### config.mk
export PLATFORM = sky130hd
export DESIGN_NAME = dpb_queue
export DESIGN_NICKNAME = d
export VERILOG_FILES = /design/src/hdl/dpb_queue.sv
export SDC_FILE = /design/constraint.sdc
export NUM_CORES = 1
export LEC_CHECK = 0
export BUFFER_PORTS_ARGS = -buffer_cell sky130_fd_sc_hd__buf_4
export CORE_AREA = 5 5 61 63
export CTS_CLUSTER_SIZE = 8
export DETAILED_ROUTE_END_ITERATION = 10
export DIE_AREA = 0 0 66 68
export PLACE_DENSITY_LB_ADDON = 0.12
export SYNTH_ARGS = -nofsm -noshare
export SYNTH_HDL_FRONTEND = slang
export SYNTH_SLANG_ARGS = --single-unit
### constraint.sdc
create_clock -name i_clk -period 5.4 [get_ports i_clk]
set_clock_uncertainty 0.2 [all_clocks]
set_input_delay 1.08 -clock i_clk [delete_from_list [all_inputs] [get_ports i_clk]]
set_output_delay 1.08 -clock i_clk [all_outputs]
set_load 0.005 [all_outputs]
### src/hdl/dpb_queue.sv
// Small register FIFO between the front classifier and the projection pipeline.
// Depends on nothing; widths come from parameters.
`timescale 1ns / 1ps

module dpb_queue #(
    parameter int WIDTH = 8,
    parameter int DEPTH = 4
) (
    input  logic             i_clk,
    input  logic             i_rst_n,
    input  logic             i_push,
    input  logic [WIDTH-1:0] i_data,
    output logic             o_full,
    input  logic             i_pop,
    output logic             o_valid,
    output logic [WIDTH-1:0] o_data
);

    localparam int PW = (DEPTH > 1) ? $clog2(DEPTH) : 1;
    localparam int CW = $clog2(DEPTH + 1);

    logic [WIDTH-1:0] r_mem [DEPTH];
    logic [PW-1:0]    r_wr;
    logic [PW-1:0]    r_rd;
    logic [CW-1:0]    r_cnt;

    assign o_full  = (r_cnt == CW'(DEPTH));
    assign o_valid = (r_cnt != '0);
    assign o_data  = r_mem[r_rd];

    always_ff @(posedge i_clk) begin
        if (i_push) begin
            r_mem[r_wr] <= i_data;
        end
    end

    always_ff @(posedge i_clk) begin
        if (!i_rst_n) begin
            r_wr  <= '0;
            r_rd  <= '0;
            r_cnt <= '0;
        end else begin
            if (i_push) begin
                r_wr <= (r_wr == PW'(DEPTH - 1)) ? '0 : r_wr + 1'b1;
            end
            if (i_pop) begin
                r_rd <= (r_rd == PW'(DEPTH - 1)) ? '0 : r_rd + 1'b1;
            end
            case ({i_push, i_pop})
                2'b10:   r_cnt <= r_cnt + 1'b1;
                2'b01:   r_cnt <= r_cnt - 1'b1;
                default: r_cnt <= r_cnt;
            endcase
        end
    end

endmodule

==> results of run 1 <==
synthesized netlist by cell type (2+ instances only):
library cell	number
nor3b_1	3
ha_1	6
dfxtp_1	9
and2_1	5
xnor2_1	2
or3_1	2
mux4_2	8
inv_1	3
edfxtp_1	32
mux2i_1	3
nor2b_1	5
placed cells by master (no fill, tap or decap):
cell	instances
clkbuf_16	1
clkbuf_4	5
clkinv_2	1
mux4_2	8
a21boi_1	1
fa_1	1
and2_1	5
ha_1	6
o21ai_0	1
nor2b_1	5
or3_1	2
clkbuf_1	1
xnor2_1	2
a21oi_1	1
buf_4	21
dfxtp_1	9
mux2i_1	3
o21a_1	1
edfxtp_1	32
inv_1	3
nor3b_1	3
state kept, by name, summed over array words and instances, names as in the netlist, named ones only:
signal and flops:
r_rd 2, r_wr 2, r_mem 32, r_cnt 3
worst min-delay path: stages (launching register included):
cell and delay (ns):
dfxtp_1 0.35, o21ai_0 0.07, a21boi_1 0.06
power breakdown:
group | internal, W | total (W) | switching [W]
clock | 0.0000786 | 0.000169 | 0.0000904
sequential | 0.000357 | 0.000369 | 0.0000122
combinational | 0.0000418 | 0.0000679 | 0.0000261
worst paths after layout:
path                     to
setup / recovery  o_data[7]
hold / removal     r_cnt[2]
setup reg to reg   r_cnt[2]
hold reg to reg    r_cnt[2]
logic make-up (layout without fill, tap and decap cells):
group           count (synthesis)  count (layout)  share of synthesized area (%)
xor+xnor                        2               2                           1.09
mux                            11              11                           13.0
buf+inv                         5              32                           1.71
fa+ha+maj                       7               7                           5.89
flops                          41              41                           70.7
simple gates                   15              15                           6.05
compound gates                  4               4                           1.55
layout make-up:
class	count	area [um2]
tap	46	57.6
clock buffer	7	66.3
clock inverter	1	5.00
fill	260	1290
multi-input combinational	39	445
inverter	3	11.3
sequential	41	1140
timing repair buffer	21	158
metrics by stage:
stage / utilization [%] / cell area, um2
2_1_floorplan: - / 1610
3_3_place_gp: 57.0 / 1810
3_5_place_dp: 57.0 / 1810
4_1_cts: 59.3 / 1880
5_1_grt: 59.3 / 1880
6_report: 59.3 / 1880
routing by layer:
| layer | routed length [um] | vias up |
|---|---|---|
| met5 | 0 | - |
| met4 | 43 | 0 |
| met3 | 172 | 5 |
| met2 | 1080 | 24 |
| met1 | 967 | 378 |
| li1 | - | 374 |
==> flow_metrics.env, run 1 <==
export IMPL_num_rows=21
export IMPL_antenna_found_initial=0
export IMPL_crit_family="flip-flops"
export IMPL_drt_wl_total_um=2270
export IMPL_critPathKind="register to output port"
export IMPL_worstSetupStartpointType="register"
export IMPL_reg2reg_slack_ns=3.75
export IMPL_die_area_um2=4490
export IMPL_max_clock_path_buffers=2
export IMPL_powerDensity_nw_per_um2=321
export IMPL_rsz0062_at_grt="false"
export IMPL_fmax_mhz=332
export IMPL_crit_slowest_cell="dfxtp_1"
export IMPL_synth_top_area_cell="edfxtp_1"
export IMPL_drtIter0Drc=20
export IMPL_fin_setup_tns_ns=0
export IMPL_tightest_slew_ns=0.530
export IMPL_yosys_warnings=0
export IMPL_synth_seq_area_share_pct=70.7
export IMPL_cts_tree="yes"
export IMPL_drt_vias_per_instance=4.94
export IMPL_grt_pass1_vias=802
export IMPL_reg2regPathDepth=4
export IMPL_cts_made_buffers=5
export IMPL_p_total_w=0.000606
export IMPL_synth_edf_count=32
export IMPL_synth_main_ff_cell="edfxtp_1"
export IMPL_synth_top_area_share_pct=59.5
export IMPL_crit_chain="mux4_2 > buf_4"
export IMPL_whs_ns=0.313
export IMPL_via_count=781
export IMPL_cts_reportedPaths_clkPinSlew_ns=0.11
export IMPL_htreeDepth=2
export IMPL_met2_usage_pct=21.2
export IMPL_cts_setup_buffers=0
export IMPL_synth_seq_cells=41
export IMPL_port_buffer_count=21
export IMPL_arrival_ns=1.73
export IMPL_period_needed_ns=3.01
export IMPL_area_delta_synth_final_pct=16.7
export IMPL_drc=0
export IMPL_grt_total_usage_pct=12.7
export IMPL_ir_drop_uv=194
export IMPL_drv_cap=0
export IMPL_dp_slack_ns=2.66
export IMPL_grt_most_used_layer="met2"
export IMPL_place_hpwl_um=1620
export IMPL_p_leak_nw=0.683
export IMPL_grt_use_met3_pct=6.08
export IMPL_coreArea_um2=3180
export IMPL_drive_above_1_share_pct=32.1
export IMPL_ctsResizeCount=0
export IMPL_die_y_um=68
export IMPL_start_util_pct=50.8
export IMPL_synth_area_um2=1610
export IMPL_yosys_cell_types_count=18
export IMPL_grt_pass1_wl_um=3910
export IMPL_holdCritStartpoint="r_cnt[2]"
export IMPL_r2r_start="r_cnt[0]"
export IMPL_status="completed"
export IMPL_grt_util_met1_pct=14.1
export IMPL_hold_path_depth=2
export IMPL_drtAntennaViolNets=0
export IMPL_clk_latency_ns=0.33
export IMPL_hold_path_class="register to register"
export IMPL_required_ns=4.12
export IMPL_overflow=0
export IMPL_grt_start_max_net_pins=14
export IMPL_diodes=0
export IMPL_firstDrtPassIters=4
export IMPL_cp_depth=2
export IMPL_crit_path_end_kind="output port"
export IMPL_setup_violations_final=0
export IMPL_slew_headroom_pct=64.6
export IMPL_hold_viol=0
export IMPL_detail_route_wl_per_cell_um=14.3
export IMPL_die_x_um=66
export IMPL_hold_buffers=0
export IMPL_io_pins=22
export IMPL_finalCritPeriodShare_pct=55.8
export IMPL_synthesis_area_per_instance_um2=19.0
export IMPL_syn_inst=85
export IMPL_nNetsFinal=130
export IMPL_synthesis_nets=104
export IMPL_cts_root_buf="clkbuf_4"
export IMPL_place_gp_congestion=0.667
export IMPL_synthArstFlopShare_pct=0
export IMPL_worst_slack_ns=2.39
export IMPL_cts_sinks=41
export IMPL_slew_violations=0
export IMPL_crit_fanout=8
export IMPL_critPathMaxStageDelay_ns=0.67
export IMPL_placed_cells=150
export IMPL_stdcell_count=158
export IMPL_crit_buf_inv=1
export IMPL_synth_area_leaders="edfxtp_1 (60%), dfxtp_1 (11%), mux4_2 (11%)"
Note: power is estimated with default switching activity, not from simulation.
==> inputs of run 2 (changes only) <==
--- a/config.mk
+++ b/config.mk
@@ -6,10 +6,10 @@
 export NUM_CORES = 1
 export LEC_CHECK = 0
 export BUFFER_PORTS_ARGS = -buffer_cell sky130_fd_sc_hd__buf_4
-export CORE_AREA = 5 5 61 63
+export CORE_AREA = 5 5 63 65
 export CTS_CLUSTER_SIZE = 8
 export DETAILED_ROUTE_END_ITERATION = 10
-export DIE_AREA = 0 0 66 68
+export DIE_AREA = 0 0 68 70
 export PLACE_DENSITY_LB_ADDON = 0.12
 export SYNTH_ARGS = -nofsm -noshare
 export SYNTH_HDL_FRONTEND = slang
==> constraint.sdc (replaced) <==
create_clock -name i_clk -period 2.6 [get_ports i_clk]
set_clock_uncertainty 0.2 [all_clocks]
set_input_delay 0.52 -clock i_clk [delete_from_list [all_inputs] [get_ports i_clk]]
set_output_delay 0.52 -clock i_clk [all_outputs]
set_load 0.005 [all_outputs]
==> flow_metrics.env, run 2 (synthesis results as in run 1) <==
export IMPL_status="completed"
export IMPL_grt_pass1_vias=864
export IMPL_grt_total_usage_pct=12.6
export IMPL_crit_fanout=8
export IMPL_multiInputGateArea_um2=445
export IMPL_drv_cap=0
export IMPL_start_util_pct=49.1
export IMPL_max_clock_path_buffers=2
export IMPL_hold_viol=0
export IMPL_placed_area_um2=1820
export IMPL_finish_instance_area_um2=1890
export IMPL_fin_setup_tns_ns=0
export IMPL_placed_cells=151
export IMPL_ir_drop_uv=365
export IMPL_drtIter0Drc=23
export IMPL_cts_sinks=41
export IMPL_coreArea_um2=3280
export IMPL_die_y_um=70
export IMPL_fmax_mhz=440
export IMPL_slew_headroom_pct=70.1
export IMPL_port_buffer_count=21
export IMPL_drt_vias_per_instance=4.82
export IMPL_nNetsFinal=131
export IMPL_tightest_slew_ns=0.449
export IMPL_hold_buffers=0
export IMPL_largest_registers="r_mem x32, r_cnt x3"
export IMPL_p_leak_nw=0.688
export IMPL_rsz0062_at_grt="false"
export IMPL_period_needed_ns=2.27
export IMPL_cts_tree="yes"
export IMPL_final_cell_mix="edfxtp_1 (32), buf_4 (22), dfxtp_1 (9)"
export IMPL_fillerInstances=272
export IMPL_finalCritPeriodShare_pct=87.3
export IMPL_antenna_found_initial=0
export IMPL_regMostFlops="r_mem"
export IMPL_diodes=0
export IMPL_grt_start_max_net_pins=14
export IMPL_via_count=767
export IMPL_cts_root_buf="clkbuf_4"
export IMPL_ctsResizeCount=0
export IMPL_crit_path_end_kind="output port"
export IMPL_slew_violations=0
export IMPL_required_ns=1.88
export IMPL_cts_reportedPaths_clkPinSlew_ns=0.12
export IMPL_drive_above_1_share_pct=32.7
export IMPL_grt_pass1_wl_um=4280
export IMPL_cts_setup_buffers=0
export IMPL_overflow=0
export IMPL_regArea_um2=1140
export IMPL_area_delta_synth_final_pct=17.2
export IMPL_clk_latency_ns=0.34
export IMPL_detail_route_wl_per_cell_um=15.3
export IMPL_firstDrtPassIters=2
export IMPL_place_gp_congestion=0.668
export IMPL_worst_slack_ns=0.329
export IMPL_arrival_ns=1.55
export IMPL_die_x_um=68
export IMPL_num_rows=21
export IMPL_powerDensity_nw_per_um2=672
export IMPL_final_common_cell="edfxtp_1"
export IMPL_worstSetupStartpointType="register"
export IMPL_drtAntennaViolNets=0
export IMPL_dp_slack_ns=0.425
export IMPL_critPathKind="register to output port"
export IMPL_htreeDepth=2
export IMPL_setup_violations_final=0
export IMPL_io_pins=22
export IMPL_drt_wl_total_um=2430
export IMPL_cts_made_buffers=5
export IMPL_largest_reg_flops=32
export IMPL_drc=0
export IMPL_post_route_util_pct=57.6
export IMPL_die_area_um2=4760
export IMPL_hold_path_class="input pin to register"
export IMPL_stdcell_count=159
-- run 2: cell count changes in the layout (fill, tap and decap cells not counted), sizes merged --
cell and delta:
buf +1
-- run 2: worst paths after layout --
| check | cells after the start | endpoint | start | slack (ns) |
|---|---|---|---|---|
| worst max-delay path | 3 | o_data[3] | register | 0.33 |
| worst min-delay path | 1 | r_mem[2][5] | i_data[5] | 0.17 |
| worst max register to register | 4 | r_cnt[2] | r_cnt[0] | 0.92 |
| worst min register to register | 2 | r_cnt[2] | r_cnt[2] | 0.34 |
-- run 2: report_power, final --
part           total (W)  leakage (nW)  switching (W)  internal [W]
clock           0.000359        0.0404       0.000195      0.000163
combinational   0.000151         0.279      0.0000619     0.0000894
sequential      0.000761         0.368      0.0000207      0.000741
total            0.00127         0.688       0.000278      0.000993
-- run 2: worst max-delay path, cell delays in order, from the launching register on --
cell and delay [ns]:
dfxtp_1 0.33, buf_4 0.20, mux4_2 0.53, buf_4 0.15
-- run 2: per-layer routing --
metal,global-route usage (%),routed length [um],part of all wire [%]
met1,16.7,1080,44
met2,17.7,1160,48
met4,5.96,53,2.2
met5,0,0,0
met3,5.45,140,5.8
-- run 2: layout make-up --
class	count	area share, %
Multi-Input combinational cell	39	23.5
Inverter	3	0.595
Timing Repair Buffer	22	8.73
Sequential cell	41	60.3
Tap cell	46	3.04
Clock buffer	7	3.51
Clock inverter	1	0.265
-- run 2: metrics by stage --
step,hold WS (ns),total power [W]
floorplan,0.260,0.000856
global placement,0.281,0.000922
detailed placement,0.321,0.000930
CTS,0.153,0.00129
global route,0.131,0.00134
finish,0.170,0.00127
==> inputs of run 3 (changes only) <==
--- a/config.mk
+++ b/config.mk
@@ -6,10 +6,11 @@
 export NUM_CORES = 1
 export LEC_CHECK = 0
 export BUFFER_PORTS_ARGS = -buffer_cell sky130_fd_sc_hd__buf_4
-export CORE_AREA = 5 5 63 65
+export CORE_AREA = 2 2 60 62
 export CTS_CLUSTER_SIZE = 8
 export DETAILED_ROUTE_END_ITERATION = 10
-export DIE_AREA = 0 0 68 70
+export DIE_AREA = 0 0 62 64
+export GPL_TIMING_DRIVEN = 0
 export PLACE_DENSITY_LB_ADDON = 0.12
 export SYNTH_ARGS = -nofsm -noshare
 export SYNTH_HDL_FRONTEND = slang
==> flow_metrics.env, run 3 (synthesis results as in run 1) <==
export IMPL_antenna_found_initial=0
export IMPL_setup_violations_final=0
export IMPL_rsz0062_at_grt="false"
export IMPL_dp_slack_ns=0.415
export IMPL_crit_path_end_kind="output port"
export IMPL_start_util_pct=49.1
export IMPL_firstDrtPassIters=4
export IMPL_grt_pass1_wl_um=3750
export IMPL_period_needed_ns=2.23
export IMPL_final_cell_mix="edfxtp_1 (32), buf_4 (21), dfxtp_1 (9)"
export IMPL_fmax_mhz=448
export IMPL_p_leak_nw=0.695
export IMPL_grt_start_max_net_pins=14
export IMPL_drtAntennaViolNets=0
export IMPL_finalCritPeriodShare_pct=85.9
export IMPL_cts_tree="yes"
export IMPL_die_y_um=64
export IMPL_required_ns=1.88
export IMPL_grt_pass1_vias=807
export IMPL_worstSetupStartpointType="register"
export IMPL_cts_root_buf="clkbuf_4"
export IMPL_powerDensity_nw_per_um2=684
export IMPL_p_int_w=0.00103
export IMPL_largest_registers="r_mem x32, r_cnt x3"
export IMPL_post_route_util_pct=58.0
export IMPL_status="completed"
export IMPL_cts_made_buffers=5
export IMPL_area_delta_synth_final_pct=18.1
export IMPL_final_common_cell="edfxtp_1"
export IMPL_io_pins=22
export IMPL_critPathKind="register to output port"
export IMPL_drt_vias_per_instance=4.91
export IMPL_ctsResizeCount=0
export IMPL_die_x_um=62
export IMPL_clk_latency_ns=0.34
export IMPL_clkPwrFrac_pct=30.1
export IMPL_slew_violations=0
export IMPL_drv_cap=0
export IMPL_drive_above_1_share_pct=33.3
export IMPL_htreeDepth=2
export IMPL_largest_reg_flops=32
export IMPL_cts_sinks=41
export IMPL_p_sw_w=0.000272
export IMPL_slew_headroom_pct=70.3
export IMPL_max_clock_path_buffers=2
export IMPL_via_count=786
export IMPL_reg2regPathDepth=4
export IMPL_seqPwrFrac_pct=58.1
export IMPL_die_area_um2=3970
export IMPL_diodes=0
export IMPL_worst_slack_ns=0.366
export IMPL_placed_cells=152
export IMPL_drtIter0Drc=22
export IMPL_drt_wl_total_um=2370
export IMPL_hold_path_class="input pin to register"
export IMPL_tightest_slew_ns=0.446
export IMPL_nNetsFinal=132
export IMPL_place_gp_congestion=0.637
export IMPL_num_rows=21
export IMPL_hold_path_depth=1
export IMPL_coreArea_um2=3280
export IMPL_detail_route_wl_per_cell_um=14.8
export IMPL_drc=0
export IMPL_fin_setup_tns_ns=0
export IMPL_cts_reportedPaths_clkPinSlew_ns=0.12
export IMPL_place_hpwl_um=1680
export IMPL_crit_fanout=8
export IMPL_arrival_ns=1.51
export IMPL_power_share_switching_pct=20.8
export IMPL_combPwrFrac_pct=11.8
export IMPL_p_total_w=0.00130
export IMPL_grt_total_usage_pct=13.9
export IMPL_port_buffer_count=21
export IMPL_hold_viol=0
export IMPL_regMostFlops="r_mem"
export IMPL_ir_drop_uv=365
export IMPL_cts_setup_buffers=0
export IMPL_stdcell_count=160
export IMPL_overflow=0
export IMPL_hold_buffers=0
## run 3: metrics by stage
stage / area [um2] / hold slack (ns)
after floorplan: 1610 / 0.260
after global placement: 1830 / 0.279
after detailed placement: 1830 / 0.301
after CTS: 1910 / 0.157
after global routing: 1910 / 0.137
final: 1910 / 0.173
## run 3: worst paths after layout
check | slack, ns | from | end
worst max-delay path | 0.37 | register | o_data[2]
worst max register to register | 0.94 | r_cnt[0] | r_cnt[2]
worst min-delay path | 0.17 | i_data[5] | r_mem[3][5]
worst min register to register | 0.31 | r_cnt[2] | r_cnt[2]
## run 3: layout make-up
cell class	instances	area [um2]
Sequential cell	41	1140
Clock buffer	6	41.3
Fill cell	271	1380
Tap cell	46	57.6
Timing Repair Buffer	21	158
Multi-Input combinational cell	39	445
Inverter	3	11.3
Buffer	2	16.3
Clock inverter	2	35.0
## run 3: critical path, cell delays in order (launching register included)
cell	delay, ns
dfxtp_1	0.34
buf_6	0.16
mux4_2	0.52
buf_4	0.15
## run 3: per-layer routing
metal | up-vias | track usage (%) | routed length, um
met1 | 382 | 15.5 | 947
met2 | 20 | 22.7 | 1250
li1 | 378 | - | -
met3 | 6 | 5.47 | 126
met5 | - | 0 | 0
met4 | 0 | 6.38 | 48
## run 3: power by group through the flow
stage                     combinational [W]  clock, W  sequential [W]
after detailed placement           0.000157         0        0.000773
after CTS                          0.000158  0.000408        0.000758
after floorplan                   0.0000880         0        0.000768
after global placement             0.000152         0        0.000771
after global routing               0.000173  0.000439        0.000762
final                              0.000154  0.000393        0.000758
