===== src/hdl/dpb_pkg.sv =====
// Shared types, register map and reset values for the depth pixel backprojector.
// No dependencies; imported by the top level, front and back, and used by the checker.
`timescale 1ns / 1ps

package dpb_pkg;

    localparam int COORD_BITS_DEF = 12;
    localparam int DEPTH_BITS_DEF = 16;
    localparam int QUEUE_DEPTH    = 4;

    localparam int CFG_IDX_W  = 4;
    localparam int CFG_DATA_W = 24;

    localparam int XY_W      = 20;
    localparam int Z_W       = 16;
    localparam int COLOR_W   = 8;
    localparam int RECIP_W   = 24;
    localparam int FRAC_SHIFT = 28;

    typedef enum logic [CFG_IDX_W-1:0] {
        REG_GRID_STEP     = 4'd0,
        REG_FRAME_PERIOD  = 4'd1,
        REG_NEAR_LIMIT    = 4'd2,
        REG_FAR_LIMIT     = 4'd3,
        REG_CENTER_COL    = 4'd4,
        REG_CENTER_ROW    = 4'd5,
        REG_RECIP_FOCAL_X = 4'd6,
        REG_RECIP_FOCAL_Y = 4'd7
    } t_reg_idx;

    typedef struct packed {
        logic [4:0]          grid_step;
        logic [7:0]          frame_period;
        logic [15:0]         near_limit;
        logic [15:0]         far_limit;
        logic [15:0]         center_col;
        logic [15:0]         center_row;
        logic [RECIP_W-1:0]  recip_focal_x;
        logic [RECIP_W-1:0]  recip_focal_y;
    } t_cfg;

    localparam t_cfg CFG_RESET = '{
        grid_step:     5'd4,
        frame_period:  8'd1,
        near_limit:    16'd150,
        far_limit:     16'd1500,
        center_col:    16'd5120,
        center_row:    16'd3840,
        recip_focal_x: 24'd27962,
        recip_focal_y: 24'd27962
    };

    // signed width of 16*coord - center
    function automatic int du_width(input int coord_bits);
        return ((coord_bits + 4 > 16) ? coord_bits + 4 : 16) + 1;
    endfunction

    function automatic int item_width(input int coord_bits, input int depth_bits);
        return 2 * du_width(coord_bits) + depth_bits + 3 * COLOR_W;
    endfunction

endpackage


===== src/hdl/dpb_front.sv =====
// Front end: raster counters, stride/frame/depth filtering, principal point offset.
// Depends on dpb_pkg; feeds dpb_queue.
`timescale 1ns / 1ps

module dpb_front #(
    parameter int COORD_BITS = dpb_pkg::COORD_BITS_DEF,
    parameter int DEPTH_BITS = dpb_pkg::DEPTH_BITS_DEF,
    parameter int ITEM_W     = dpb_pkg::item_width(COORD_BITS, DEPTH_BITS)
) (
    input  logic                  i_clk,
    input  logic                  i_rst_n,
    input  dpb_pkg::t_cfg         i_cfg,
    input  logic                  i_accept,
    input  logic [DEPTH_BITS-1:0] i_depth_mm,
    input  logic                  i_depth_ok,
    input  logic [7:0]            i_blue_in,
    input  logic [7:0]            i_green_in,
    input  logic [7:0]            i_red_in,
    input  logic                  i_row_end,
    input  logic                  i_frame_end,
    output logic                  o_push,
    output logic [ITEM_W-1:0]     o_item
);

    import dpb_pkg::*;

    localparam int DU_W  = du_width(COORD_BITS);
    localparam int CMP_W = (DEPTH_BITS > 16) ? DEPTH_BITS : 16;

    typedef struct packed {
        logic signed [DU_W-1:0] du_x;
        logic signed [DU_W-1:0] du_y;
        logic [DEPTH_BITS-1:0]  z;
        logic [7:0]             blue;
        logic [7:0]             green;
        logic [7:0]             red;
    } t_item;

    logic [COORD_BITS-1:0] r_col;
    logic [COORD_BITS-1:0] r_row;
    logic [3:0]            r_col_ph;
    logic [3:0]            r_row_ph;
    logic [7:0]            r_frame_ph;

    logic [4:0]  w_step;
    logic [4:0]  w_col_inc;
    logic [4:0]  w_row_inc;
    logic [8:0]  w_frame_inc;
    logic [3:0]  n_col_ph;
    logic [3:0]  n_row_ph;
    logic [7:0]  n_frame_ph;
    logic        w_frame_on;
    logic        w_in_range;
    logic        w_keep;
    logic [DU_W-1:0] w_ucol;
    logic [DU_W-1:0] w_urow;
    t_item       w_item;

    always_comb begin
        if (i_cfg.grid_step == 5'd0) begin
            w_step = 5'd1;
        end else if (i_cfg.grid_step > 5'd16) begin
            w_step = 5'd16;
        end else begin
            w_step = i_cfg.grid_step;
        end
    end

    assign w_col_inc   = {1'b0, r_col_ph} + 5'd1;
    assign w_row_inc   = {1'b0, r_row_ph} + 5'd1;
    assign w_frame_inc = {1'b0, r_frame_ph} + 9'd1;
    assign n_col_ph    = (w_col_inc >= w_step) ? 4'd0 : w_col_inc[3:0];
    assign n_row_ph    = (w_row_inc >= w_step) ? 4'd0 : w_row_inc[3:0];
    assign n_frame_ph  = (w_frame_inc >= {1'b0, i_cfg.frame_period}) ? 8'd0
                                                                     : w_frame_inc[7:0];

    assign w_frame_on = (i_cfg.frame_period <= 8'd1) || (r_frame_ph == 8'd0);
    assign w_in_range = (CMP_W'(i_depth_mm) >= CMP_W'(i_cfg.near_limit)) &&
                        (CMP_W'(i_depth_mm) <= CMP_W'(i_cfg.far_limit));
    assign w_keep     = w_frame_on && (r_col_ph == 4'd0) && (r_row_ph == 4'd0) &&
                        i_depth_ok && w_in_range;

    assign w_ucol = DU_W'({r_col, 4'b0000});
    assign w_urow = DU_W'({r_row, 4'b0000});

    assign w_item.du_x  = signed'(w_ucol - DU_W'(i_cfg.center_col));
    assign w_item.du_y  = signed'(w_urow - DU_W'(i_cfg.center_row));
    assign w_item.z     = i_depth_mm;
    assign w_item.blue  = i_blue_in;
    assign w_item.green = i_green_in;
    assign w_item.red   = i_red_in;

    assign o_push = i_accept && w_keep;
    assign o_item = w_item;

    always_ff @(posedge i_clk) begin
        if (!i_rst_n) begin
            r_col      <= '0;
            r_row      <= '0;
            r_col_ph   <= '0;
            r_row_ph   <= '0;
            r_frame_ph <= '0;
        end else if (i_accept) begin
            if (i_frame_end) begin
                r_col    <= '0;
                r_row    <= '0;
                r_col_ph <= '0;
                r_row_ph <= '0;
                if (i_cfg.frame_period > 8'd1) begin
                    r_frame_ph <= n_frame_ph;
                end
            end else if (i_row_end) begin
                r_col    <= '0;
                r_col_ph <= '0;
                r_row    <= r_row + 1'b1;
                r_row_ph <= n_row_ph;
            end else begin
                r_col    <= r_col + 1'b1;
                r_col_ph <= n_col_ph;
            end
        end
    end

endmodule


===== config.mk =====
export PLATFORM = sky130hd
export DESIGN_NAME = dpb_front
export DESIGN_NICKNAME = d
export VERILOG_FILES = /design/src/hdl/dpb_pkg.sv /design/src/hdl/dpb_front.sv
export SDC_FILE = /design/constraint.sdc
export NUM_CORES = 1
export LEC_CHECK = 0
export BUFFER_PORTS_ARGS = -buffer_cell sky130_fd_sc_hd__buf_2
export CAP_MARGIN = 20
export CELL_PAD_IN_SITES_DETAIL_PLACEMENT = 0
export CELL_PAD_IN_SITES_GLOBAL_PLACEMENT = 1
export CORE_UTILIZATION = 35
export CTS_CLUSTER_DIAMETER = 40
export DETAILED_ROUTE_END_ITERATION = 6
export PLACE_DENSITY_LB_ADDON = 0.05
export SETUP_SLACK_MARGIN = 0.4
export SYNTH_ARGS = -nofsm -noshare
export SYNTH_HDL_FRONTEND = slang
export SYNTH_SLANG_ARGS = --single-unit

===== constraint.sdc =====
create_clock -name i_clk -period 4.9 [get_ports i_clk]
set_input_delay 0.245 -clock i_clk [delete_from_list [all_inputs] [get_ports i_clk]]
set_output_delay 0.245 -clock i_clk [all_outputs]
set_load 0.02 [all_outputs]

==> reports/results.ini, run 1 <==
[sta]
finalSetupTns_ns=0
setup_viol=0
relSlewSlack=0.4802
finalHoldViolations=0
post-route-period-util=0.5537
rsz0062_at_grt=false
worst_pin_slew_ns=0.7716
final-max-slew-violation-count=0
skew_ns=0.006108
whs_ns=0.3728
max_freq_mhz=368.6
period_minus_slack_ns=2.713

[power_and_ir_drop]
clockPowerShare=0.381
p_leak_uw=0.002964
powerDensity_nw_per_um2=174.0
ir_drop_mv=0.1176
netSwitchingFraction=0.3018
seqPwrFrac=0.338
power_switching_uw=297.3
combPwrFrac=0.281
p_int_uw=688.0

[synthesis]
syn_inst=635
synth_top_area_share=0.2106
ys_ff_latch=40
synth_common_cells=inv_1 (87), ha_1 (82), nor2_1 (51)
synth_ff_type=dfxtp_1
synthDistinctLibCells=64
synth_nets=888
yosysSeqAreaShare=0.1644
yosys_warnings=0
syn_avg_cell_area_um2=7.673
synth_top_cell_by_area=ha_1
synth-edff-count=0
synthArstFlopShare=0
post-synth-top-count-cell=inv_1
synthTopCellsByArea=ha_1 (21%), dfxtp_1 (16%), inv_1 (6.7%)
synth.cell_area_um2=4872

[worst_setup_path]
r2r_slack_ns=2.34
critPathKind=register to output pin
crit_required_ns=4.66
cp_max_fo=5
reg2reg_to=r_frame_ph[0]
slowest_delay_ns=0.43
rr_worst_depth=10
cp_cell_sequence=ha_1 > a21o_1 > a21oi_1 > a311oi_2 > a211oi_2 > o21ai_2 > xor2_1 > buf_2
rr_startpoint=r_frame_ph[0]
worstSetupEndpointType=output pin
arrival_ns=2.47
cp_slowest_cell=dfxtp_1
worstSetupStartpointType=register

[floorplanning]
initial_utilization=0.3636
fp.dieH_um=120.0
core_um2=13400
ios=246
fp.dieW_um=120.0
die_area_um2=14400
num_rows=42

[run_status]
status=completed

[hold_path]
whs_path_depth=3
hold_end=r_col[1]
min-delay-start=i_accept
min_path_type=input pin to register

[clocking]
tritoncts=yes
ctsRootBufferMaster=clkbuf_16
hold_buffers=0
clockBufferDepth=2
numCtsBuffers=5
cts_resized=0
htreeDepth=2
cts.sink_count=40
cts_setup_buffers=0
insertion_delay_ns=0.28
clk_pin_slew_worst_paths_ns=0.06

[layout]
fin_nets=995
num-fill-cells=1413
n_antenna_cell=0
syn2layout_area_growth_pct=16.20
finalNonFillerCells=919
drive_above_1_share=0.2369

[route]
drt_first_iter_violations=199
drc_errors=0
wl_per_cell_um=12.04
vias_per_cell=4.880
first_pass_iters=4
vias=4485
drt-total-wl_um=11070
postRouteAntennaNets=0

[placement]
place_hpwl_um=9247
io_buffer_count=149
placed_cells=911
gp_congestion=0.7729

[global_routing]
grt_pass1_wl_um=18550
grt_max_degree=30
antenna_found_initial=0
grt_pass1_vias=4216
gr-usage-all-layers=0.1546
grt_remaining_overflow=0

[run]
maxCapViolations=0

-- stage by stage --
| step | util | area, um2 | total power [uW] | setup WS, ns |
|---|---|---|---|---|
| 2_1_floorplan | - | 4872 | 556.2 | 2.665 |
| 3_3_place_gp | 0.4100 | 5494 | 617.0 | 2.373 |
| 3_5_place_dp | 0.4100 | 5494 | 620.0 | 2.372 |
| 5_1_grt | 0.4225 | 5662 | 1055 | 1.922 |
| 4_1_cts | 0.4225 | 5662 | 1006 | 2.162 |
| 6_report | 0.4225 | 5662 | 985.3 | 2.187 |
-- flip-flops by register name, indices dropped and copies added, names as in the netlist --
signal,cells
r_row,12
r_col,12
r_frame_ph,8
r_col_ph,4
r_row_ph,4
-- cells in the final DEF (no fill, tap or decap), types with 16 or more instances in the layout --
master and n:
a21oi_1 31, nand3_1 31, ha_1 82, dfxtp_1 40, xnor2_1 24, xor2_1 26, buf_2 149, inv_1 87
nor2_1 51, nand4_1 16, o21ai_0 22, nand2_1 42, a21o_1 18
-- cell type report --
class | instances | area (um2) | area share
Timing Repair Buffer | 149 | 745.7 | 0.1317
Sequential cell | 40 | 800.8 | 0.1414
Tap cell | 176 | 220.2 | 0.03889
Clock inverter | 3 | 42.54 | 0.007514
Inverter | 87 | 326.6 | 0.05768
Multi-Input combinational cell | 459 | 3401 | 0.6007
Clock buffer | 5 | 125.1 | 0.02210
-- how the worst max path moves through the flow --
| stage | from | end | depth (start not counted) |
|---|---|---|---|
| 2_1_floorplan | r_col[1] | o_item[70] | 7 |
| 3_3_place_gp | r_frame_ph[0] | r_frame_ph[0] | 10 |
| 3_5_place_dp | r_frame_ph[0] | r_frame_ph[0] | 10 |
| 4_1_cts | r_col[1] | o_item[72] | 8 |
| 5_1_grt | r_row[1] | o_item[55] | 8 |
| 6_report | r_col[1] | o_item[72] | 8 |
-- critical path: cells and delay by family, from the launching register on --
kind / cells / cell delay, ns
AOI/OAI and AO/OA: 5 / 1.12
xor gates and xnor gates: 1 / 0.14
adders and majority gates: 1 / 0.34
buffers and inverters: 1 / 0.16
DFF: 1 / 0.43
-- logic make-up (layout without fill, tap and decap cells) --
group                      count (synthesis)  count (layout)  share of synthesized area
AOI/OAI and AO/OA                        127             127                     0.1846
xor gates and xnor gates                  50              50                    0.08988
adders and majority gates                 84              84                     0.2147
buffers and inverters                    136             244                     0.1376
DFF                                       40              40                     0.1644
and+or+nand+nor                          198             198                     0.2088
-- layer usage --
| metal | GRT usage | vias up | routed length [um] |
|---|---|---|---|
| li1 | - | 2371 | - |
| met1 | 0.1983 | 1965 | 5193 |
| met2 | 0.2654 | 139 | 5081 |
| met3 | 0.02471 | 10 | 656 |
| met4 | 0.04219 | 0 | 135 |
| met5 | 0 | - | 0 |
-- power by group through the flow --
stage	Clock, uW	Combinational (uW)	Sequential, uW
floorplan	0	217	339
global placement	0	276	341
finish	375	277	333
detailed placement	0	279	341
CTS	391	281	333
global route	406	315	334
No activity file was read; power rests on OpenSTA's default activity.
==> run 2, diff against run 1 <==
--- a/config.mk
+++ b/config.mk
@@ -5,11 +5,12 @@
 export SDC_FILE = /design/constraint.sdc
 export NUM_CORES = 1
 export LEC_CHECK = 0
+export ABC_AREA = 1
 export BUFFER_PORTS_ARGS = -buffer_cell sky130_fd_sc_hd__buf_2
 export CAP_MARGIN = 20
 export CELL_PAD_IN_SITES_DETAIL_PLACEMENT = 0
 export CELL_PAD_IN_SITES_GLOBAL_PLACEMENT = 1
-export CORE_UTILIZATION = 35
+export CORE_UTILIZATION = 31
 export CTS_CLUSTER_DIAMETER = 40
 export DETAILED_ROUTE_END_ITERATION = 6
 export PLACE_DENSITY_LB_ADDON = 0.05
==> constraint.sdc (replaced) <==
create_clock -name i_clk -period 2.55 [get_ports i_clk]
set_input_delay 0.1275 -clock i_clk [delete_from_list [all_inputs] [get_ports i_clk]]
set_output_delay 0.1275 -clock i_clk [all_outputs]
set_load 0.02 [all_outputs]
==> run 2 against run 1 <==
Against the previous run:
- synthesized area increased by 0.80%
- sequential share of layout area decreased by 0.59 points
- cell count increased by 17%
- register-to-register slack got worse by 1.8 ns
- sequential power increased by 92%
- clock power increased by 120%
- clock-buffer cell count unchanged
- highest routed layer unchanged
- synthesized cell count increased by 17%
- largest power group unchanged
- worst hold slack got worse by 0.25 ns
- global-route usage decreased by 0.40 points
- combinational power increased by 110%
==> reports/results.ini, run 2 <==
[sta]
finalSetupTns_ns=0
final-max-slew-violation-count=0
period_minus_slack_ns=2.068
finalHoldViolations=0
post-route-period-util=0.8112
skew_ns=0.004516
max_freq_mhz=483.4
setup_viol=0
relSlewSlack=0.5681
worst_pin_slew_ns=0.6471
rsz0062_at_grt=true

[worst_setup_path]
rr_startpoint=r_frame_ph[0]
crit_start=r_row[3]
critPathKind=register to output pin
worstSetupEndpointType=output pin
endpoint=o_item[56]
rr_worst_depth=14
crit_required_ns=2.42
worstSetupStartpointType=register
reg2reg_to=r_frame_ph[2]
r2r_slack_ns=0.59
cp_max_fo=6
arrival_ns=1.94

[route]
first_pass_iters=4
vias=4914
drc_errors=0
postRouteAntennaNets=0
vias_per_cell=4.575
wl_per_cell_um=11.74
drt_first_iter_violations=169
drt-total-wl_um=12610

[hold_path]
min_path_type=input pin to register

[clocking]
ctsRootBufferMaster=clkbuf_16
tritoncts=yes
numCtsBuffers=5
htreeDepth=2
cts.sink_count=40
insertion_delay_ns=0.28
clockBufferDepth=2
clk_pin_slew_worst_paths_ns=0.06

[synthesis]
synth_top_cell_by_area=ha_1
syn_inst=743
yosysSeqAreaShare=0.1631
syn_avg_cell_area_um2=6.610
synth_top_area_share=0.2089
synth_nets=996
yosys_warnings=0
synth_common_cells=inv_1 (143), nand2_1 (124), ha_1 (82)
post-synth-top-count-cell=inv_1
synth-edff-count=0
synthDistinctLibCells=32
ys_ff_latch=40
synth.cell_area_um2=4911
synthArstFlopShare=0
synthTopCellsByArea=ha_1 (21%), dfxtp_1 (16%), inv_1 (11%)
synth_ff_type=dfxtp_1

[floorplanning]
core_um2=15310
fp.dieW_um=127.9
num_rows=45
die_area_um2=16350
initial_utilization=0.3207
fp.dieH_um=127.9
ios=246

[global_routing]
grt_remaining_overflow=0
grt_pass1_wl_um=20490
grt_max_degree=17
gr-usage-all-layers=0.1507
antenna_found_initial=0
grt_pass1_vias=4586

[power_and_ir_drop]
seqPwrFrac=0.314
netSwitchingFraction=0.3036
ir_drop_mv=0.3313
combPwrFrac=0.286
powerDensity_nw_per_um2=329.9
p_int_uw=1415
power_switching_uw=616.8
clockPowerShare=0.400
p_leak_uw=0.003207

[layout]
finalInstanceArea_um2=6158
reg_top3=r_col: 12 flops, r_row: 12 flops, r_frame_ph: 8 flops
drive_above_1_share=0.2897
fin_nets=1116
n_antenna_cell=0
syn2layout_area_growth_pct=25.40
final_cell_mix=inv_1 (143), buf_2 (143), nand2_1 (116)

[run]
maxCapViolations=0

[run_status]
status=completed

[placement]
io_buffer_count=149
place_hpwl_um=10600
gp_congestion=0.8565
placed_area_um2=5602

==> run 2: worst max-delay path, stage by stage, from the launching register on <==
cell and delay (ns):
dfxtp_4 0.36, ha_2 0.39, nand2_1 0.11, o21ai_2 0.19, a21oi_2 0.06, buf_4 0.13
nor4_1 0.17, nor2_1 0.07, buf_2 0.16
==> run 2: how the worst min path moves through the flow <==
| stage | start | to | slack [ns] | cells past startpoint |
|---|---|---|---|---|
| floorplan | i_rst_n | r_col_ph[0] | 0.27 | 2 |
| global placement | i_blue_in[3] | o_item[19] | 0.26 | 0 |
| detailed placement | i_blue_in[3] | o_item[19] | 0.26 | 0 |
| global route | i_rst_n | r_row[0] | 0.13 | 3 |
| finish | i_rst_n | r_row[0] | 0.13 | 3 |
| CTS | i_rst_n | r_row[0] | 0.13 | 3 |
==> run 2: per-stage QoR <==
step                      utilization  hold WS (ns)  power [uW]  cells  worst slack, ns
final                          0.4021        0.1256        2032   1074           0.4815
after global routing           0.4021        0.1263        2169   1074           0.3608
after CTS                      0.3805        0.1277        2042   1067           0.4021
after detailed placement       0.3658        0.2551        1212   1060           0.3267
after global placement         0.3658        0.2551        1204   1060           0.3748
after floorplan                     -        0.2659        1072    743           0.6786
==> run 2: timing repair <==
action	in CTS	in global routing
endpoints found under the setup margin	19	24
setup buffers	0	7
hold buffers	0	0
pin swaps	0	9
resized for setup	21	68
==> run 2: routing by layer <==
layer  vias to the layer above  wire [um]  track usage
li1                       2628          -            -
met1                      2148       6242       0.2028
met2                       125       5678       0.2554
met3                        13        583      0.01878
met4                         0        110      0.03391
met5                         -          0            0
==> run 2: area by class of cell <==
cell class              count  area [um2]
well taps                 211       264.0
clock buffers               5       125.1
fillers                  1666        9156
clock inverters             2       60.06
multi-input cells         516        3521
flip-flops and latches     40       834.6
repair buffers            156       813.3
inverters                 144       540.5
==> run 2: power by group through the flow <==
| stage | Sequential (uW) | Combinational (uW) | Clock (uW) |
|---|---|---|---|
| floorplan | 651 | 421 | 0 |
| global placement | 654 | 550 | 0 |
| detailed placement | 654 | 558 | 0 |
| CTS | 640 | 563 | 838 |
| global route | 639 | 663 | 868 |
| finish | 638 | 581 | 813 |
==> run 2: logic make-up after synthesis <==
family                     count (synthesis)  share of synthesized area
AOI/OAI and AO/OA                        125                     0.1360
xor gates and xnor gates                  38                    0.06777
and+or+nand+nor                          271                     0.2492
adders and majority gates                 82                     0.2089
buffers and inverters                    187                     0.1750
DFF                                       40                     0.1631
==> run 3, diff against run 2 <==
--- a/config.mk
+++ b/config.mk
@@ -5,12 +5,12 @@
 export SDC_FILE = /design/constraint.sdc
 export NUM_CORES = 1
 export LEC_CHECK = 0
-export ABC_AREA = 1
+export ABC_AREA = 0
 export BUFFER_PORTS_ARGS = -buffer_cell sky130_fd_sc_hd__buf_2
 export CAP_MARGIN = 20
 export CELL_PAD_IN_SITES_DETAIL_PLACEMENT = 0
 export CELL_PAD_IN_SITES_GLOBAL_PLACEMENT = 1
-export CORE_UTILIZATION = 31
+export CORE_UTILIZATION = 32
 export CTS_CLUSTER_DIAMETER = 40
 export DETAILED_ROUTE_END_ITERATION = 6
 export PLACE_DENSITY_LB_ADDON = 0.05
==> constraint.sdc (replaced) <==
create_clock -name i_clk -period 2.03 [get_ports i_clk]
set_input_delay 0.1015 -clock i_clk [delete_from_list [all_inputs] [get_ports i_clk]]
set_output_delay 0.1015 -clock i_clk [all_outputs]
set_load 0.02 [all_outputs]
==> run 3 against run 2 <==
Against the previous run:
- the run now ends with DRC, setup timing left
- clock-buffer cell count grew 3
- sequential power is 25% higher
- largest cell class unchanged
- critical path depth decreased by 1
==> reports/results.ini, run 3 (synthesis results as in run 1) <==
[worst_setup_path]
crit_start=r_col[1]
cp_max_fo=2
arrival_ns=2.12
worstSetupEndpointType=output pin
r2r_slack_ns=-0.13
rr_worst_depth=9
reg2reg_to=r_frame_ph[1]
rr_startpoint=r_frame_ph[0]
critPathKind=register to output pin
crit_required_ns=1.93
worstSetupStartpointType=register

[power_and_ir_drop]
p_total_uw=2580
ir_drop_mv=0.3186
p_leak_uw=0.003491
powerDensity_nw_per_um2=363.4

[clocking]
numCtsBuffers=5
htreeDepth=2
clockBufferDepth=2
clk_pin_slew_worst_paths_ns=0.06
cts.sink_count=40
hold_buffers=0
ctsRootBufferMaster=clkbuf_16
tritoncts=yes
insertion_delay_ns=0.29

[placement]
placed_cells=967
place_hpwl_um=10600
io_buffer_count=149
gp_congestion=0.7971

[route]
wl_per_cell_um=12.92
drc_errors=23
drt_first_iter_violations=144
first_pass_iters=6
vias=4771
postRouteAntennaNets=0
vias_per_cell=4.805
drt-total-wl_um=12830

[sta]
setup_viol=22
worst_pin_slew_ns=0.7755
rsz0062_at_grt=true
final-max-slew-violation-count=0
finalHoldViolations=0
max_freq_mhz=449.4
period_minus_slack_ns=2.225
layout_setup_ws_ns=-0.1954
skew_ns=0.006195
post-route-period-util=1.096
relSlewSlack=0.4820
finalSetupTns_ns=-2.631

[global_routing]
grt_pass1_vias=4719
grt.busiest_layer=met2
grt_max_degree=21
grt_pass1_wl_um=21620
grt_remaining_overflow=0
gr-usage-all-layers=0.1660
use_met3=0.01797
grtUsageMet2=0.3151
antenna_found_initial=0
grt_util_met1=0.1993

[layout]
fin_nets=1061
num-fill-cells=1466
drive_above_1_share=0.4351
multi_input_area_um2=4190
final_util=0.4829
n_antenna_cell=0
syn2layout_area_growth_pct=45.69
reg_top3=r_col: 12 flops, r_row: 12 flops, r_frame_ph: 8 flops
regArea_um2=835.8
finalNonFillerCells=993
final_common_cell=buf_2
final_cell_mix=buf_2 (125), inv_1 (83), buf_4 (78)

[floorplanning]
num_rows=44
core_um2=14700
fp.dieW_um=125.4
initial_utilization=0.3315
ios=246
fp.dieH_um=125.4
die_area_um2=15720

[run_status]
status=finished, violations left
violations=DRC, setup timing

[hold_path]
hold_end=r_row[1]
whs_path_depth=2
min-delay-start=i_rst_n
min_path_type=input pin to register

[run]
maxCapViolations=0

==> run 3: cell count changes in the layout (fill, tap and decap cells not counted), moves of 14 or more <==
| cell | change |
|---|---|
| buf_4 | +65 |
| a21o_1 | +16 |
| nand2_1 | -76 |
| a21oi_1 | -40 |
| o21ai_0 | -15 |
| inv_1 | -60 |
| nand3_1 | -14 |
| buf_2 | -18 |
==> run 3: cell type report <==
cell class | instances | share of cell area
tap | 184 | 0.03243
multi-input combinational | 460 | 0.5903
timing repair buffer | 214 | 0.1881
clock buffer | 8 | 0.02503
sequential | 40 | 0.1178
inverter | 87 | 0.04636
==> run 3: layer usage <==
metal	vias to the layer above	share of wire
met5	-	0
met4	0	0.0096
li1	2492	-
met1	2160	0.44
met3	16	0.040
met2	103	0.51
==> run 3: how the worst max path moves through the flow <==
| stage | to | slack, ns | cells past startpoint |
|---|---|---|---|
| 2_1_floorplan | r_frame_ph[1] | 0.12 | 10 |
| 3_3_place_gp | r_frame_ph[1] | -0.06 | 8 |
| 3_5_place_dp | o_push | -0.10 | 7 |
| 4_1_cts | o_push | -0.26 | 7 |
| 5_1_grt | o_push | -0.30 | 7 |
| 6_report | o_item[71] | -0.20 | 7 |
==> run 3: per-stage QoR <==
step | hold WS [ns] | cell area, um2 | worst slack [ns]
detailed placement | 0.2031 | 6270 | -0.1025
global route | 0.1728 | 7098 | -0.3022
CTS | 0.1553 | 6928 | -0.2576
floorplan | 0.2904 | 5278 | 0.1151
finish | 0.1507 | 7098 | -0.1954
global placement | 0.2031 | 6270 | -0.05762
==> run 3: power by group <==
part	total [uW]	internal, uW	leakage, uW	switching, uW
clock network	927	598	0.0000883	329
registers	799	788	0.000332	10.7
logic	853	397	0.00307	456
total	2580	1780	0.00349	796
==> run 3: worst max-delay path, stage by stage, from the launching register on <==
cell and delay, ns:
dfxtp_2 0.34, ha_4 0.16, or3_4 0.39, o221ai_4 0.22
o221ai_4 0.16, o41ai_4 0.27, xnor2_2 0.15, buf_4 0.16
==> run 3: repair_timing <==
item | CTS | global route
pin swaps | 51 | 33
cloned | 1 | 0
endpoints found under the hold margin | 0 | 0
setup buffers | 15 | 2
resized for setup | 75 | 36
setup endpoints to repair | 39 | 42
